### src/rtl/bfdh_pkg.sv
// Shared types, constants and hash helpers for the double-hashing Bloom filter.
// No dependencies; the other files that use it refer to this package by scoped name.
`default_nettype none
package bfdh_pkg;

    localparam int unsigned MAX_BITS    = 65536;
    localparam int unsigned MAX_PROBES  = 16;
    localparam int unsigned STORE_WORDS = (MAX_BITS + 63) / 64;
    localparam int unsigned WORD_AW     = $clog2(STORE_WORDS);
    localparam int unsigned IDX_W       = $clog2(MAX_BITS);
    localparam int unsigned M_W         = 17;
    localparam int unsigned K_W         = 5;
    localparam int unsigned CFG_IDX_W   = 2;
    localparam int unsigned CFG_DATA_W  = 17;

    localparam logic [CFG_IDX_W-1:0] REG_FILTER_BITS = 2'd0;
    localparam logic [CFG_IDX_W-1:0] REG_PROBE_COUNT = 2'd1;

    localparam logic [M_W-1:0] FILTER_BITS_RST = 17'd65536;
    localparam logic [K_W-1:0] PROBE_COUNT_RST = 5'd7;

    localparam logic [63:0] HASH_BASIS = 64'h84222325cbf849c3;
    localparam logic [63:0] MIX_C1     = 64'hbf58476d1ce4e5b9;
    localparam logic [63:0] MIX_C2     = 64'h94d049bb133111eb;
    localparam logic [31:0] COUNT_MAX  = 32'hFFFFFFFF;

    typedef enum logic [2:0] {
        ST_CLEAR,
        ST_IDLE,
        ST_MIX,
        ST_DIV,
        ST_RD,
        ST_CHK,
        ST_DONE
    } back_state_t;

    // one closed key waiting for the back end
    typedef struct packed {
        logic [63:0] hash;
        logic        add;
    } key_entry_t;

    // clamped filter geometry
    typedef struct packed {
        logic [M_W-1:0] m;
        logic [K_W-1:0] k;
    } geom_t;

    // FNV-1a fold; prime 0x100000001b3 = 2^40 + 0x1b3, done as shifts and adds
    function automatic logic [63:0] fnv_step(input logic [63:0] acc, input logic [7:0] b);
        logic [63:0] x;
        x = acc ^ {56'd0, b};
        return x + (x << 1) + (x << 4) + (x << 5) + (x << 7) + (x << 8) + (x << 40);
    endfunction

    function automatic logic [M_W-1:0] clamp_m(input logic [M_W-1:0] v);
        if (v < M_W'(64))
            return M_W'(64);
        else if (v > M_W'(MAX_BITS))
            return M_W'(MAX_BITS);
        return v;
    endfunction

    function automatic logic [K_W-1:0] clamp_k(input logic [K_W-1:0] v);
        if (v == '0)
            return K_W'(1);
        else if (v > K_W'(MAX_PROBES))
            return K_W'(MAX_PROBES);
        return v;
    endfunction

endpackage
`default_nettype wire

### src/rtl/bfdh_queue.sv
// Two-entry queue of closed keys between the hashing front and the probe back end.
// Uses bfdh_pkg::key_entry_t.
`default_nettype none
module bfdh_queue (
    input  wire logic                clk,
    input  wire logic                rst_n,
    input  wire logic                push,
    input  wire bfdh_pkg::key_entry_t push_data,
    output logic                     full,
    input  wire logic                pop,
    output logic                     empty,
    output bfdh_pkg::key_entry_t     head
);

    bfdh_pkg::key_entry_t entry_reg [2];
    logic       wr_ptr_reg, wr_ptr_next;
    logic       rd_ptr_reg, rd_ptr_next;
    logic [1:0] count_reg, count_next;

    assign full  = (count_reg == 2'd2);
    assign empty = (count_reg == 2'd0);
    assign head  = entry_reg[rd_ptr_reg];

    always_comb
    begin
        wr_ptr_next = push ? ~wr_ptr_reg : wr_ptr_reg;
        rd_ptr_next = pop  ? ~rd_ptr_reg : rd_ptr_reg;
        count_next  = count_reg + 2'(push) - 2'(pop);
    end

    always_ff @(posedge clk)
    begin
        if (push)
            entry_reg[wr_ptr_reg] <= push_data;
    end

    always_ff @(posedge clk or negedge rst_n)
    begin
        if (!rst_n)
        begin
            wr_ptr_reg <= 1'b0;
            rd_ptr_reg <= 1'b0;
            count_reg  <= 2'd0;
        end
        else
        begin
            wr_ptr_reg <= wr_ptr_next;
            rd_ptr_reg <= rd_ptr_next;
            count_reg  <= count_next;
        end
    end

endmodule
`default_nettype wire

### config.mk
export PLATFORM = sky130hd
export DESIGN_NAME = bfdh_queue
export DESIGN_NICKNAME = d
export VERILOG_FILES = /design/src/rtl/bfdh_pkg.sv /design/src/rtl/bfdh_queue.sv
export SDC_FILE = /design/constraint.sdc
export NUM_CORES = 1
export LEC_CHECK = 0
export CORE_MARGIN = 1
export CORE_UTILIZATION = 25
export CTS_CLUSTER_SIZE = 8
export DETAILED_ROUTE_END_ITERATION = 16
export DONT_BUFFER_PORTS = 1
export PLACE_DENSITY = 0.41
export SYNTH_ARGS = -nofsm -noshare
export SYNTH_HDL_FRONTEND = slang
export SYNTH_SLANG_ARGS = --single-unit
### constraint.sdc
create_clock -name clk -period 4.65 [get_ports clk]
set_input_delay 0.465 -clock clk [delete_from_list [all_inputs] [get_ports clk]]
set_output_delay 0.465 -clock clk [all_outputs]
set_load 0.1 [all_outputs]
==> metrics.txt <==
RSZ-0062 raised after global routing=false; worst hold path class=input pin to flop; crit path DAT=2.38 ns; die height=144 µm; Slew Viols, Final=0; H-tree depth=4; dpl hpwl=5320 µm; net count after synthesis=288; CP Launch Point=rd_ptr_reg; Port Buffers=0; routability cong.=0.664; Final Cycle Share=61.2%; DR DRC count=0; Layout Nets=303; initial core utilization=25.7%; fillcell total=1967; first drt pass iteration count=3; pin count of the biggest net entering global routing=66; n_diodes=0; Post-Syn Instances=217; Clock Sink Count=134; row count=51; CP endpoint kind=output port; Mapped Area=0.00505 mm²; yosys warns=0; Top Layer Used=met4; vias in the first global route=2229; fin util=30.2%; post-synthesis sequential area ratio=79.3%; status=finished clean; Worst-Skew Late Latency=0.41 ns; CTS buffer count=17; measured slew at the worst slew-check pin=1.11 ns; Die X=144 µm; antenna violations before repair=0; final cell count without fillers=510; Placed Instances=477; CTS clock-pin slew for the worst setup and hold paths=0.05 ns; Period minus WS final=2.85 ns; Total Routing Usage GR=8.86%; endpoints failing hold=0; drt initial violations=43; postcts setup bufs=0; CTS tree=done; vias per cell=3.94; max reg flops=130; Seq cells post-synth=134; Clock Tree Buf Depth=2; Root Driver=clkbuf_16; CP startpoint kind=flop; die area=0.0208 mm²; layout cells sized above 1=39.6%; Area Overhead vs Synth=17.5%; met3 WL=1070 µm; Critical Path Max Stage Delay=1.07 ns; slowest CP cell=dfrtp_4; Max-cap violations=0; hold path startpoint=pop; Netlist cell types=13; first-pass GRT wire length=12600 µm; detailed-route via count=2008; worst clock skew=0.00770 ns; endpoints failing setup=0; DR WL met2=4220 µm; I/O pins=136; Resize count post-CTS=0; DR WL/cell=17.3 µm; grt ovf=0; CP max FO=55; final setup margin=1.80 ns; Detail Route Antenna Nets=0; crit path cell chain=buf_4 -> mux2_4; total wire length=8830 µm; Crit path max-delay family=flip-flops; pre-CTS setup slack=2.16 ns; Mean Syn Cell Area=23.3 µm²; Setup Crit Path Kind=flop to output port; reg-to-reg startpoint=wr_ptr_reg; WP buf/inv=1; top achievable clock speed=351 MHz; Rel. slew slack=26.0%; Worst Path Required=4.18 ns; core region area=0.0197 mm²; M1 WL=3410 µm; setup TNS=0 ns
-- Yosys cell counts, drive strengths merged --
cell      n  area share, %
and2      1           0.12
buf       7            1.3
dfrtp     4            2.0
edfxtp  130             77
ha        2           0.50
inv       2           0.15
mux2     65             17
nor2      1          0.074
nor2b     2           0.25
xor2      2           0.35
xor3      1           0.47
-- cell usage in the layout, fill, tap and decap left out --
cell / Yosys / routed
mux2_2: 25 / 25
mux2_4: 40 / 40
dfrtp_1: 4 / 3
clkinvlp_4: 0 / 1
nor2b_2: 0 / 1
clkinv_4: 0 / 1
clkbuf_16: 0 / 17
dlygate4sd3_1: 0 / 1
and2_4: 0 / 1
buf_4: 0 / 2
dfrtp_4: 0 / 1
nor2_2: 0 / 1
clkinv_2: 0 / 3
ha_1: 2 / 2
xor2_1: 2 / 2
xor3_1: 1 / 1
nor2b_4: 0 / 1
clkbuf_1: 0 / 4
bufinv_16: 0 / 3
edfxtp_1: 130 / 130
inv_1: 2 / 2
clkinv_1: 0 / 3
-- area by class of cell --
cell class	count	area, µm²	share of cell area [%]
flip-flops and latches	134	4010	67.6
multi-input cells	74	986	16.6
clock buffers	21	440	7.43
well taps	265	332	5.59
clock inverters	11	133	2.24
repair buffers	3	25.0	0.422
inverters	2	7.51	0.127
-- metal layers --
metal  vias to the layer above  global-route usage, %
met5                         -                      0
met4                         0                   5.38
met3                        13                   5.17
met2                        95                   13.7
met1                      1018                   9.28
li1                        882                      -
-- worst reg2reg max path: stages, from the launching register on --
cell and delay, ns:
dfrtp_1 0.42, nor2b_4 0.66, buf_4 0.60
-- path summary, 6_finish.rpt --
kind / cells after the start / end / slack, ns
setup / recovery: 2 / head[17] / 1.80
hold / removal: 1 / rd_ptr_reg / 0.13
setup reg to reg: 2 / entry_reg[0][45] / 2.56
hold reg to reg: 1 / wr_ptr_reg / 0.54
max in group asynchronous: 1 / rd_ptr_reg / 4.14
min in group asynchronous: 1 / wr_ptr_reg / 0.32
-- what timing repair did --
action | 4_1_cts | 5_1_grt
endpoints found under the hold margin | 4 | 0
setup endpoints to repair | 0 | 0
hold buffers | 1 | 0
-- through the flow --
step / hold WS (ns) / instance area (µm²)
2_1_floorplan: 0.169 / 5050
3_3_place_gp: 0.170 / 5350
3_5_place_dp: 0.170 / 5350
4_1_cts: 0.108 / 5930
5_1_grt: 0.110 / 5930
6_report: 0.132 / 5930
-- cell families (layout without fill, tap and decap cells) --
family | after synthesis | after routing | synth area share, %
xor+xnor | 3 | 3 | 0.818
simple gates | 4 | 4 | 0.446
fa+ha+maj | 2 | 2 | 0.496
mux | 65 | 65 | 17.5
flops | 134 | 134 | 79.3
buf+inv | 9 | 37 | 1.46
Power is left out: the tool's default activity adds up to more than one toggle a clock period on the data nets, which glitch-free logic cannot reach.
