<file path="src/rtl/bfdh_pkg.sv">
// Shared types, constants and hash helpers for the double-hashing Bloom filter.
// No dependencies; the other files that use it refer to this package by scoped name.
`default_nettype none
package bfdh_pkg;

    localparam int unsigned MAX_BITS    = 65536;
    localparam int unsigned MAX_PROBES  = 16;
    localparam int unsigned STORE_WORDS = (MAX_BITS + 63) / 64;
    localparam int unsigned WORD_AW     = $clog2(STORE_WORDS);
    localparam int unsigned IDX_W       = $clog2(MAX_BITS);
    localparam int unsigned M_W         = 17;
    localparam int unsigned K_W         = 5;
    localparam int unsigned CFG_IDX_W   = 2;
    localparam int unsigned CFG_DATA_W  = 17;

    localparam logic [CFG_IDX_W-1:0] REG_FILTER_BITS = 2'd0;
    localparam logic [CFG_IDX_W-1:0] REG_PROBE_COUNT = 2'd1;

    localparam logic [M_W-1:0] FILTER_BITS_RST = 17'd65536;
    localparam logic [K_W-1:0] PROBE_COUNT_RST = 5'd7;

    localparam logic [63:0] HASH_BASIS = 64'h84222325cbf849c3;
    localparam logic [63:0] MIX_C1     = 64'hbf58476d1ce4e5b9;
    localparam logic [63:0] MIX_C2     = 64'h94d049bb133111eb;
    localparam logic [31:0] COUNT_MAX  = 32'hFFFFFFFF;

    typedef enum logic [2:0] {
        ST_CLEAR,
        ST_IDLE,
        ST_MIX,
        ST_DIV,
        ST_RD,
        ST_CHK,
        ST_DONE
    } back_state_t;

    // one closed key waiting for the back end
    typedef struct packed {
        logic [63:0] hash;
        logic        add;
    } key_entry_t;

    // clamped filter geometry
    typedef struct packed {
        logic [M_W-1:0] m;
        logic [K_W-1:0] k;
    } geom_t;

    // FNV-1a fold; prime 0x100000001b3 = 2^40 + 0x1b3, done as shifts and adds
    function automatic logic [63:0] fnv_step(input logic [63:0] acc, input logic [7:0] b);
        logic [63:0] x;
        x = acc ^ {56'd0, b};
        return x + (x << 1) + (x << 4) + (x << 5) + (x << 7) + (x << 8) + (x << 40);
    endfunction

    function automatic logic [M_W-1:0] clamp_m(input logic [M_W-1:0] v);
        if (v < M_W'(64))
            return M_W'(64);
        else if (v > M_W'(MAX_BITS))
            return M_W'(MAX_BITS);
        return v;
    endfunction

    function automatic logic [K_W-1:0] clamp_k(input logic [K_W-1:0] v);
        if (v == '0)
            return K_W'(1);
        else if (v > K_W'(MAX_PROBES))
            return K_W'(MAX_PROBES);
        return v;
    endfunction

endpackage
`default_nettype wire

</file>
<file path="src/rtl/bfdh_front.sv">
// Front end: takes key bytes, folds them into the running hash, queues closed keys.
// Uses bfdh_pkg (fnv_step, HASH_BASIS, key_entry_t).
`default_nettype none
module bfdh_front (
    input  wire logic                clk,
    input  wire logic                rst_n,
    input  wire logic                in_valid,
    output logic                     in_ready,
    input  wire logic                mode,
    input  wire logic [7:0]          key_byte,
    input  wire logic                byte_present,
    input  wire logic                last,
    input  wire logic                enable,
    input  wire logic                q_full,
    output logic                     q_push,
    output bfdh_pkg::key_entry_t     q_data
);

    logic [63:0] hash_reg, hash_next;
    logic [63:0] folded;
    logic        take;

    assign in_ready = enable && !q_full;
    assign take     = in_valid && in_ready;
    assign folded   = byte_present ? bfdh_pkg::fnv_step(hash_reg, key_byte) : hash_reg;

    assign q_push      = take && last;
    assign q_data.hash = folded;
    assign q_data.add  = mode;

    always_comb
    begin
        hash_next = hash_reg;
        if (take)
            hash_next = last ? bfdh_pkg::HASH_BASIS : folded;
    end

    always_ff @(posedge clk or negedge rst_n)
    begin
        if (!rst_n)
            hash_reg <= bfdh_pkg::HASH_BASIS;
        else
            hash_reg <= hash_next;
    end

endmodule
`default_nettype wire

</file>
<file path="config.mk">
export PLATFORM = sky130hd
export DESIGN_NAME = bfdh_front
export DESIGN_NICKNAME = d
export VERILOG_FILES = /design/src/rtl/bfdh_pkg.sv /design/src/rtl/bfdh_front.sv
export SDC_FILE = /design/constraint.sdc
export NUM_CORES = 1
export LEC_CHECK = 0
export ABC_CLOCK_PERIOD_IN_PS = 10150
export BUFFER_PORTS_ARGS = -buffer_cell sky130_fd_sc_hd__buf_2
export CAP_MARGIN = 20
export CORE_MARGIN = 2
export CORE_UTILIZATION = 45
export CTS_CLUSTER_DIAMETER = 150
export DETAILED_ROUTE_END_ITERATION = 12
export GPL_TIMING_DRIVEN = 1
export PLACE_DENSITY = 0.62
export SYNTH_ARGS = -nofsm -noshare
export SYNTH_HDL_FRONTEND = slang
export SYNTH_SLANG_ARGS = --single-unit
export TNS_END_PERCENT = 50
</file>
<file path="constraint.sdc">
create_clock -name clk -period 10.15 [get_ports clk]
set_input_delay 2.03 -clock clk [delete_from_list [all_inputs] [get_ports clk]]
set_output_delay 2.03 -clock clk [all_outputs]
set_load 0.01 [all_outputs]
</file>
==> impl_metrics.tcl, run 1 <==
set metrics [dict create \
    rows 63 \
    gr-total-overflow 0 \
    core-area_um2 29700 \
    ys_top_cells_by_count "inv_1 (395), fa_1 (245), nand2_1 (113)" \
    yosysMostFrequentCell "inv_1" \
    critical_path_class "input port to output port" \
    cts_hold_buf 0 \
    die_w_um 178 \
    grt_usage_pct 25.1 \
    grt_max_degree 66 \
    antenna_found_initial 0 \
    cts-root-buf "clkbuf_16" \
    rsz0062_at_grt "no" \
    final_nets 1948 \
    synth_top_area_share_pct 36.1 \
    synthCells 1513 \
    relSlewSlack_pct 31.3 \
    synth_nets 1884 \
    largest_reg_flops 64 \
    end_kind "output port" \
    yosysSeqAreaShare_pct 12.0 \
    hp-class "flop to flop" \
    avgSynthCellArea_um2 8.98 \
    yosys_warnings 0 \
    grt_pass1_vias 10700 \
    drc_errors 0 \
    fmax_mhz 102 \
    r2r-start "hash_reg[1]$_DFFE_PN1P_" \
    dp_hpwl_mm 29.8 \
    arrival_ns 7.79 \
    gp_congestion 0.912 \
    io_pins 83 \
    fillers 2841 \
    outcome "completed" \
    dr.pass1.iters 5 \
    synthArstFlopShare_pct 100 \
    min_from "hash_reg[3]$_DFFE_PN0P_" \
    worst-path-max-fanout 5 \
    holdPathStages 2 \
    die_h_um 178 \
    wl_per_cell_um 18.7 \
    cp.required_ns 8.12 \
    post_drt_via_cell_ratio 5.21 \
    cp-start-kind "input port" \
    drt_iter0_markers 575 \
    synth_area_um2 13600 \
    clk-insertion-delay-late_ns 0.37 \
    startpoint "key_byte[4]" \
    n_antenna_cell 0 \
    ant_nets 0 \
    synth_area_leaders "fa_1 (36%), inv_1 (11%), ha_1 (10%), dfrtp_1 (6.8%), dfstp_2 (5.2%)" \
    synth_top_cell_by_area "fa_1" \
    port_buffers 80 \
    synth-main-ff-cell "dfrtp_1" \
    post_cts_buffers 0 \
    min_period_ns 9.82 \
    wirelength_mm 36.8 \
    cts_resized 0 \
    drive_gt1_share_pct 10.7 \
    cts_tree "built" \
    max-clock-path-buffers 2 \
    slew_violations 0 \
    htreeDepth 3 \
    skew_ns 0.0105 \
    setup_viol 0 \
    fin_crit_sh_pct 96.8 \
    path_clk_slew_ns 0.07 \
    areaGrowthSynthToFinish_pct 8.54 \
    numClockSinks 64 \
    yosysUniqueCellTypes 69 \
    reg2reg_depth 20 \
    synth-edff-count 0 \
    cts-buffers-inserted 9 \
    vias 10300 \
    ys_seq_elements 64 \
    grt_pass1_wl_mm 59.9 \
    maxCapViolCount 0 \
    finalHoldViolCount 0 \
    die_area_um2 31600 \
    start_util_pct 45.7 \
    setup-tns-final_ns 0 \
    worstMarginPinSlew_ns 1.03 \
]
==> layout make-up <==
cell class	instances	area [um2]	share of cell area, %
multi-input combinational	1011	10300	69.9
sequential	64	1640	11.1
inverter	396	1490	10.1
timing repair buffer	95	536	3.63
tap	390	488	3.31
clock buffer	9	225	1.53
clock inverter	7	71.3	0.483
==> through the flow <==
step | hold slack, ns | area (um2) | cells | utilization (%) | setup slack [ns]
2_1_floorplan | 0.487 | 13600 | 1513 | - | 1.30
3_3_place_gp | 0.504 | 14400 | 1955 | 48.6 | 0.441
3_5_place_dp | 0.519 | 14400 | 1955 | 48.6 | 0.417
4_1_cts | 0.534 | 14700 | 1971 | 49.6 | 0.376
5_1_grt | 0.559 | 14800 | 1972 | 49.7 | 0.0134
6_report | 0.528 | 14800 | 1972 | 49.7 | 0.326
==> per-layer routing <==
layer | track usage [%] | share of wire, %
met1 | 33.5 | 43
met2 | 42.4 | 49
met3 | 4.31 | 5.6
met4 | 6.22 | 2.1
met5 | 0 | 0
==> cells in the final DEF (no fill, tap or decap), types with 6 or more instances in the layout <==
cell       count
inv_1        395
fa_1         245
nand2_1      113
ha_1         110
a21oi_1       79
o21ai_0       79
buf_2         78
nor2_1        60
xnor2_1       56
a21o_1        44
dfrtp_1       37
dfstp_2       27
xor2_1        22
mux2_2        20
buf_4         16
o21bai_1      13
and3_1        12
nand4_1       11
nand3_1       11
a31oi_1       11
a22o_1        10
clkbuf_16     10
nor2b_1        9
o21ai_1        8
a2bb2oi_1      8
nor3_1         7
o211ai_1       6
==> cells by family (layout without fill, tap and decap cells) <==
logic type	Yosys count	count (layout)	synth area share, %
buf+inv	438	507	12.1
xor+xnor	78	78	5.03
flops	64	64	12.0
compound gates	308	308	14.6
simple gates	247	247	8.16
mux	23	23	1.88
fa+ha+maj	355	355	46.2
==> worst max-delay path: stages <==
cell and delay (ns):
buf_2 0.10, xor2_1 0.43, buf_4 0.24, fa_1 0.46, fa_1 0.56, fa_1 0.41, ha_1 0.30, ha_1 0.38
a21o_1 0.14, a21oi_1 0.07, a21oi_1 0.23, and3b_1 0.25, o31ai_2 0.49, a211oi_2 0.17, o31ai_1 0.71, a31oi_1 0.21
xnor2_1 0.19, mux2_2 0.27, buf_2 0.14
==> path summary, 6_finish.rpt <==
kind	slack [ns]	to
max	0.33	q_data[59]
min	0.53	hash_reg[3]$_DFFE_PN0P_
max reg2reg	4.15	hash_reg[58]$_DFFE_PN1P_
min reg2reg	0.53	hash_reg[3]$_DFFE_PN0P_
max in group asynchronous	7.66	hash_reg[46]$_DFFE_PN0P_
min in group asynchronous	1.84	hash_reg[3]$_DFFE_PN0P_
Power of run 1 is not shown: default switching activity piles up to over one toggle a cycle in this logic, so the estimate is an artifact.
==> inputs of run 2 (changes only) <==
ABC_CLOCK_PERIOD_IN_PS = 10900   (was 10150)
CAP_MARGIN = 5   (was 20)
clock period = 10.9 ns   (was 10.15 ns; I/O delays follow)
==> run 2 against run 1 <==
Register-to-register slack gained 0.25 ns. Clock skew grew 0.00090 ns. Critical path depth grew 3. Core utilization shrank 0.13 points. Die area is the same.
==> impl_metrics.tcl, run 2 (same netlist as run 1, synthesis figures left out) <==
set metrics [dict create \
    grtUsageMet2_pct 42.0 \
    setup_viol 0 \
    finalHoldViolCount 0 \
    startpoint "key_byte[0]" \
    largest_reg_flops 64 \
    drc_errors 0 \
    worst-path-max-fanout 5 \
    crit_top_cell "ha_1" \
    vias 10400 \
    fin_crit_sh_pct 96.2 \
    layoutNonFillerInstCount 1969 \
    use_met3_pct 3.58 \
    regArea_um2 1640 \
    outcome "completed" \
    end_kind "output port" \
    top_usage_layer "met2" \
    fillers 2836 \
    areaGrowthSynthToFinish_pct 8.27 \
    final_common_cell "inv_1" \
    crit_chain "buf_2, xor2_1, inv_1, xnor2_1, inv_1, ha_1, or2_2, fa_1, ha_1, ha_1, ha_1, a21oi_1, nand4b_1, a21oi_1, and3b_1, o31ai_2, a211oi_2, o31ai_1, a31oi_1, xnor2_1, mux2_2, buf_2" \
    grt_pass1_vias 10800 \
    port_buffers 80 \
    cp_top_family "compound AO/OA/AOI/OAI gates" \
    drt_iter0_markers 529 \
    start_util_pct 45.7 \
    maxCapViolCount 0 \
    relSlewSlack_pct 17.6 \
    multi_input_area_um2 10300 \
    rsz0062_at_grt "no" \
    max-clock-path-buffers 2 \
    dr.pass1.iters 9 \
    gr-total-overflow 0 \
    max_stage_delay_ns 0.76 \
    dp.cells 1953 \
    rows 63 \
    die_w_um 178 \
    post_drt_via_cell_ratio 5.29 \
    cp_num_buf_inv 4 \
    die_h_um 178 \
    htreeDepth 3 \
    slew_violations 0 \
    skew_ns 0.0114 \
    cts_hold_buf 0 \
    worstMarginPinSlew_ns 1.24 \
    cts-root-buf "clkbuf_16" \
    r2r-start "hash_reg[0]$_DFFE_PN1P_" \
    min_from "hash_reg[6]$_DFFE_PN1P_" \
    cp-start-kind "input port" \
    dp_hpwl_mm 30.4 \
    antenna_found_initial 0 \
    wl_per_cell_um 19.1 \
    cp.required_ns 8.72 \
    io_pins 83 \
    grt_usage_pct 25.3 \
    die_area_um2 31600 \
    critical_path_class "input port to output port" \
    hp-class "flop to flop" \
    core-area_um2 29700 \
    wirelength_mm 37.5 \
    cts-buffers-inserted 9 \
    gp_congestion 0.914 \
    cts_resized 0 \
    min_period_ns 10.48 \
    holdWs_ns 0.527 \
    final_nets 1945 \
    grt_pass1_wl_mm 60.4 \
    ant_nets 0 \
    crit_slowest_cell "o31ai_1" \
    grt_max_degree 65 \
    use_met1_pct 34.2 \
    arrival_ns 8.30 \
    setup-tns-final_ns 0 \
    fmax_mhz 95.4 \
    post_cts_buffers 0 \
    setup_ws_ns 0.418 \
    drive_gt1_share_pct 10.5 \
    most-common-layout-cells "inv_1 (395), fa_1 (245), nand2_1 (113)" \
    pre_cts_ws_ns 0.569 \
    clk-insertion-delay-late_ns 0.37 \
    cts_tree "built" \
    path_clk_slew_ns 0.07 \
    numClockSinks 64 \
    n_antenna_cell 0 \
]
[run 2: changes by cell type in the layout (fill, tap and decap cells not counted)]
| cell | change |
|---|---|
| clkbuf_16 | -1 |
| clkinvlp_4 | -2 |
| clkinv_4 | +1 |
| clkbuf_8 | +1 |
| clkbuf_1 | +1 |
| inv_6 | -1 |
| buf_4 | -2 |
[run 2: area by class of cell]
class | count | area share [%]
clock buffer | 11 | 1.65
clock inverter | 5 | 0.383
inverter | 396 | 10.1
multi-input combinational | 1011 | 70.1
sequential | 64 | 11.1
tap | 390 | 3.32
timing repair buffer | 92 | 3.37
[run 2: stage by stage]
step	area, um2	util [%]
floorplan	13600	-
global placement	14400	48.5
detailed placement	14400	48.5
CTS	14700	49.5
global route	14700	49.5
finish	14700	49.5
[run 2: worst reg2reg max path, delay by kind of cell, from the launching register on]
family / cells / cell delay [ns]
AO/OA/AOI/OAI: 7 / 2.18
adder cells (fa/ha/maj): 5 / 1.55
XOR/XNOR: 3 / 1.07
AND/OR/NAND/NOR: 3 / 0.78
flip-flops: 1 / 0.56
buffers and inverters: 2 / 0.29
[run 2: path summary, 6_finish.rpt]
check                      slack [ns]  cells after the start                        to
setup / recovery                 0.42                     22                q_data[59]
min in group asynchronous        1.99                      1   hash_reg[2]$_DFFE_PN0P_
setup reg to reg                 4.40                     20  hash_reg[58]$_DFFE_PN1P_
max in group asynchronous        8.29                      1  hash_reg[61]$_DFFE_PN0P_
hold / removal                   0.53                      2   hash_reg[6]$_DFFE_PN1P_
hold reg to reg                  0.53                      2   hash_reg[6]$_DFFE_PN1P_
[run 2: layer usage]
layer  vias to the layer above  share of wire, %
met5                         -                 0
met4                         0               3.0
met3                        55               4.8
met2                       277                48
met1                      5228                44
li1                       4858                 -
Power of run 2 is left out for the same reason.
==> inputs of run 3 (changes only) <==
PLACE_DENSITY = 0.68   (was 0.62)
SLEW_MARGIN = 20   (was not set)
==> run 3 against run 2 <==
Critical path depth is 2 higher. Via count is 0.42% higher. Fmax is 2.7% higher. Count of clock-buffer cells in the layout is 2 higher. Sequential share of layout area hardly changed. Final cell count is 0.20% higher. Routed wire length is 2.9% lower. Die area stayed put.
==> impl_metrics.tcl, run 3 (same netlist as run 1, synthesis figures left out) <==
set metrics [dict create \
    n_antenna_cell 0 \
    final_common_cell "inv_1" \
    cts-buffers-inserted 9 \
    crit_slowest_cell "xor2_1" \
    ant_nets 0 \
    path_clk_slew_ns 0.06 \
    areaGrowthSynthToFinish_pct 8.48 \
    numClockSinks 64 \
    wirelength_mm 36.4 \
    outcome "completed" \
    critical_path_class "input port to output port" \
    arrival_ns 8.02 \
    cp-start-kind "input port" \
    core-area_um2 29700 \
    largest_reg_flops 64 \
    multi_input_area_um2 10300 \
    crit_chain "buf_2, xor2_1, inv_1, xnor2_1, inv_1, ha_1, inv_1, fa_1, inv_1, ha_1, ha_1, ha_1, fa_1, a211oi_2, o21ai_1, a41oi_1, o21a_1, o31ai_1, a21oi_1, o21ai_1, a211oi_2, xnor2_1, mux2_2, buf_2" \
    finalHoldViolCount 0 \
    end_kind "output port" \
    die_w_um 178 \
    dp.cells 1957 \
    slew_violations 0 \
    maxCapViolCount 0 \
    fin_crit_sh_pct 93.6 \
    post_cts_buffers 0 \
    cp_num_buf_inv 6 \
    gr-total-overflow 0 \
    rows 63 \
    layoutNonFillerInstCount 1973 \
    hp-class "flop to flop" \
    die_area_um2 31600 \
    clk-insertion-delay-late_ns 0.36 \
    worst-path-max-fanout 5 \
    cts_tree "built" \
    postLayoutCoreUtil_pct 49.6 \
    drive_gt1_share_pct 10.7 \
    cts_hold_buf 0 \
    cp.required_ns 8.72 \
    most-common-layout-cells "inv_1 (395), fa_1 (245), nand2_1 (113)" \
    regArea_um2 1640 \
    grt_pass1_wl_mm 59.6 \
    drt_iter0_markers 689 \
    io_pins 83 \
    grt_usage_pct 24.8 \
    cts-root-buf "clkbuf_16" \
    gp_congestion 0.925 \
    rsz0062_at_grt "no" \
    start_util_pct 45.7 \
    setup_viol 0 \
    max-clock-path-buffers 2 \
    setup-tns-final_ns 0 \
    cts_resized 0 \
    vias 10500 \
    htreeDepth 3 \
    relSlewSlack_pct 30.1 \
    post_drt_via_cell_ratio 5.30 \
    port_buffers 80 \
    setup_ws_ns 0.697 \
    min_period_ns 10.20 \
    final_nets 1949 \
    antenna_found_initial 0 \
    fmax_mhz 98.0 \
    skew_ns 0.00985 \
    pre_cts_ws_ns 0.759 \
    drc_errors 0 \
    dp_hpwl_mm 29.9 \
    fillers 2756 \
    max_stage_delay_ns 0.54 \
    cp_top_family "adder cells" \
    die_h_um 178 \
    grt_pass1_vias 11100 \
    grt_max_degree 65 \
    worstMarginPinSlew_ns 1.05 \
    dr.pass1.iters 5 \
    wl_per_cell_um 18.5 \
]
-- run 3: metrics by stage --
step	area, um2	hold WS (ns)
3_5_place_dp	14400	0.517
4_1_cts	14700	0.530
5_1_grt	14700	0.561
3_3_place_gp	14400	0.504
2_1_floorplan	13600	0.487
6_report	14700	0.526
-- run 3: final cells by class --
class	count	area share, %
inverters	396	10.1
multi-input cells	1011	69.9
clock buffers	13	1.76
well taps	390	3.31
clock inverters	3	0.272
repair buffers	96	3.55
flip-flops and latches	64	11.1
-- run 3: worst register-to-register path, stage by stage (launching register included) --
cell	delay, ns
dfstp_2	0.56
xor2_1	0.55
inv_1	0.23
xnor2_1	0.25
inv_1	0.07
ha_1	0.28
inv_1	0.05
fa_1	0.49
inv_1	0.04
ha_1	0.27
ha_1	0.28
ha_1	0.22
fa_1	0.50
a211oi_2	0.29
o21ai_1	0.17
a41oi_1	0.37
o21a_1	0.25
o31ai_1	0.16
a21oi_1	0.26
o21ai_1	0.20
a211oi_2	0.29
xnor2_1	0.11
a22o_1	0.21
-- run 3: path summary, 6_finish.rpt --
| kind | start | endpoint | slack, ns | cells after the start |
|---|---|---|---|---|
| max | key_byte[0] | q_data[52] | 0.70 | 24 |
| min | hash_reg[4]$_DFFE_PN0P_ | hash_reg[4]$_DFFE_PN0P_ | 0.53 | 2 |
| max reg2reg | hash_reg[0]$_DFFE_PN1P_ | hash_reg[51]$_DFFE_PN0P_ | 4.70 | 22 |
| min reg2reg | hash_reg[4]$_DFFE_PN0P_ | hash_reg[4]$_DFFE_PN0P_ | 0.53 | 2 |
| max in group asynchronous | rst_n | hash_reg[46]$_DFFE_PN0P_ | 8.22 | 2 |
| min in group asynchronous | rst_n | hash_reg[3]$_DFFE_PN0P_ | 2.07 | 2 |
-- run 3: layer usage --
metal / vias up / routed length [um] / track usage, % / share of wire, %
li1: 4875 / - / - / -
met1: 5228 / 15700 / 32.8 / 43
met2: 291 / 17600 / 41.1 / 48
met3: 68 / 1780 / 3.71 / 4.9
met4: 0 / 1340 / 9.32 / 3.7
met5: - / 0 / 0 / 0
Power of run 3 is left out for the same reason.
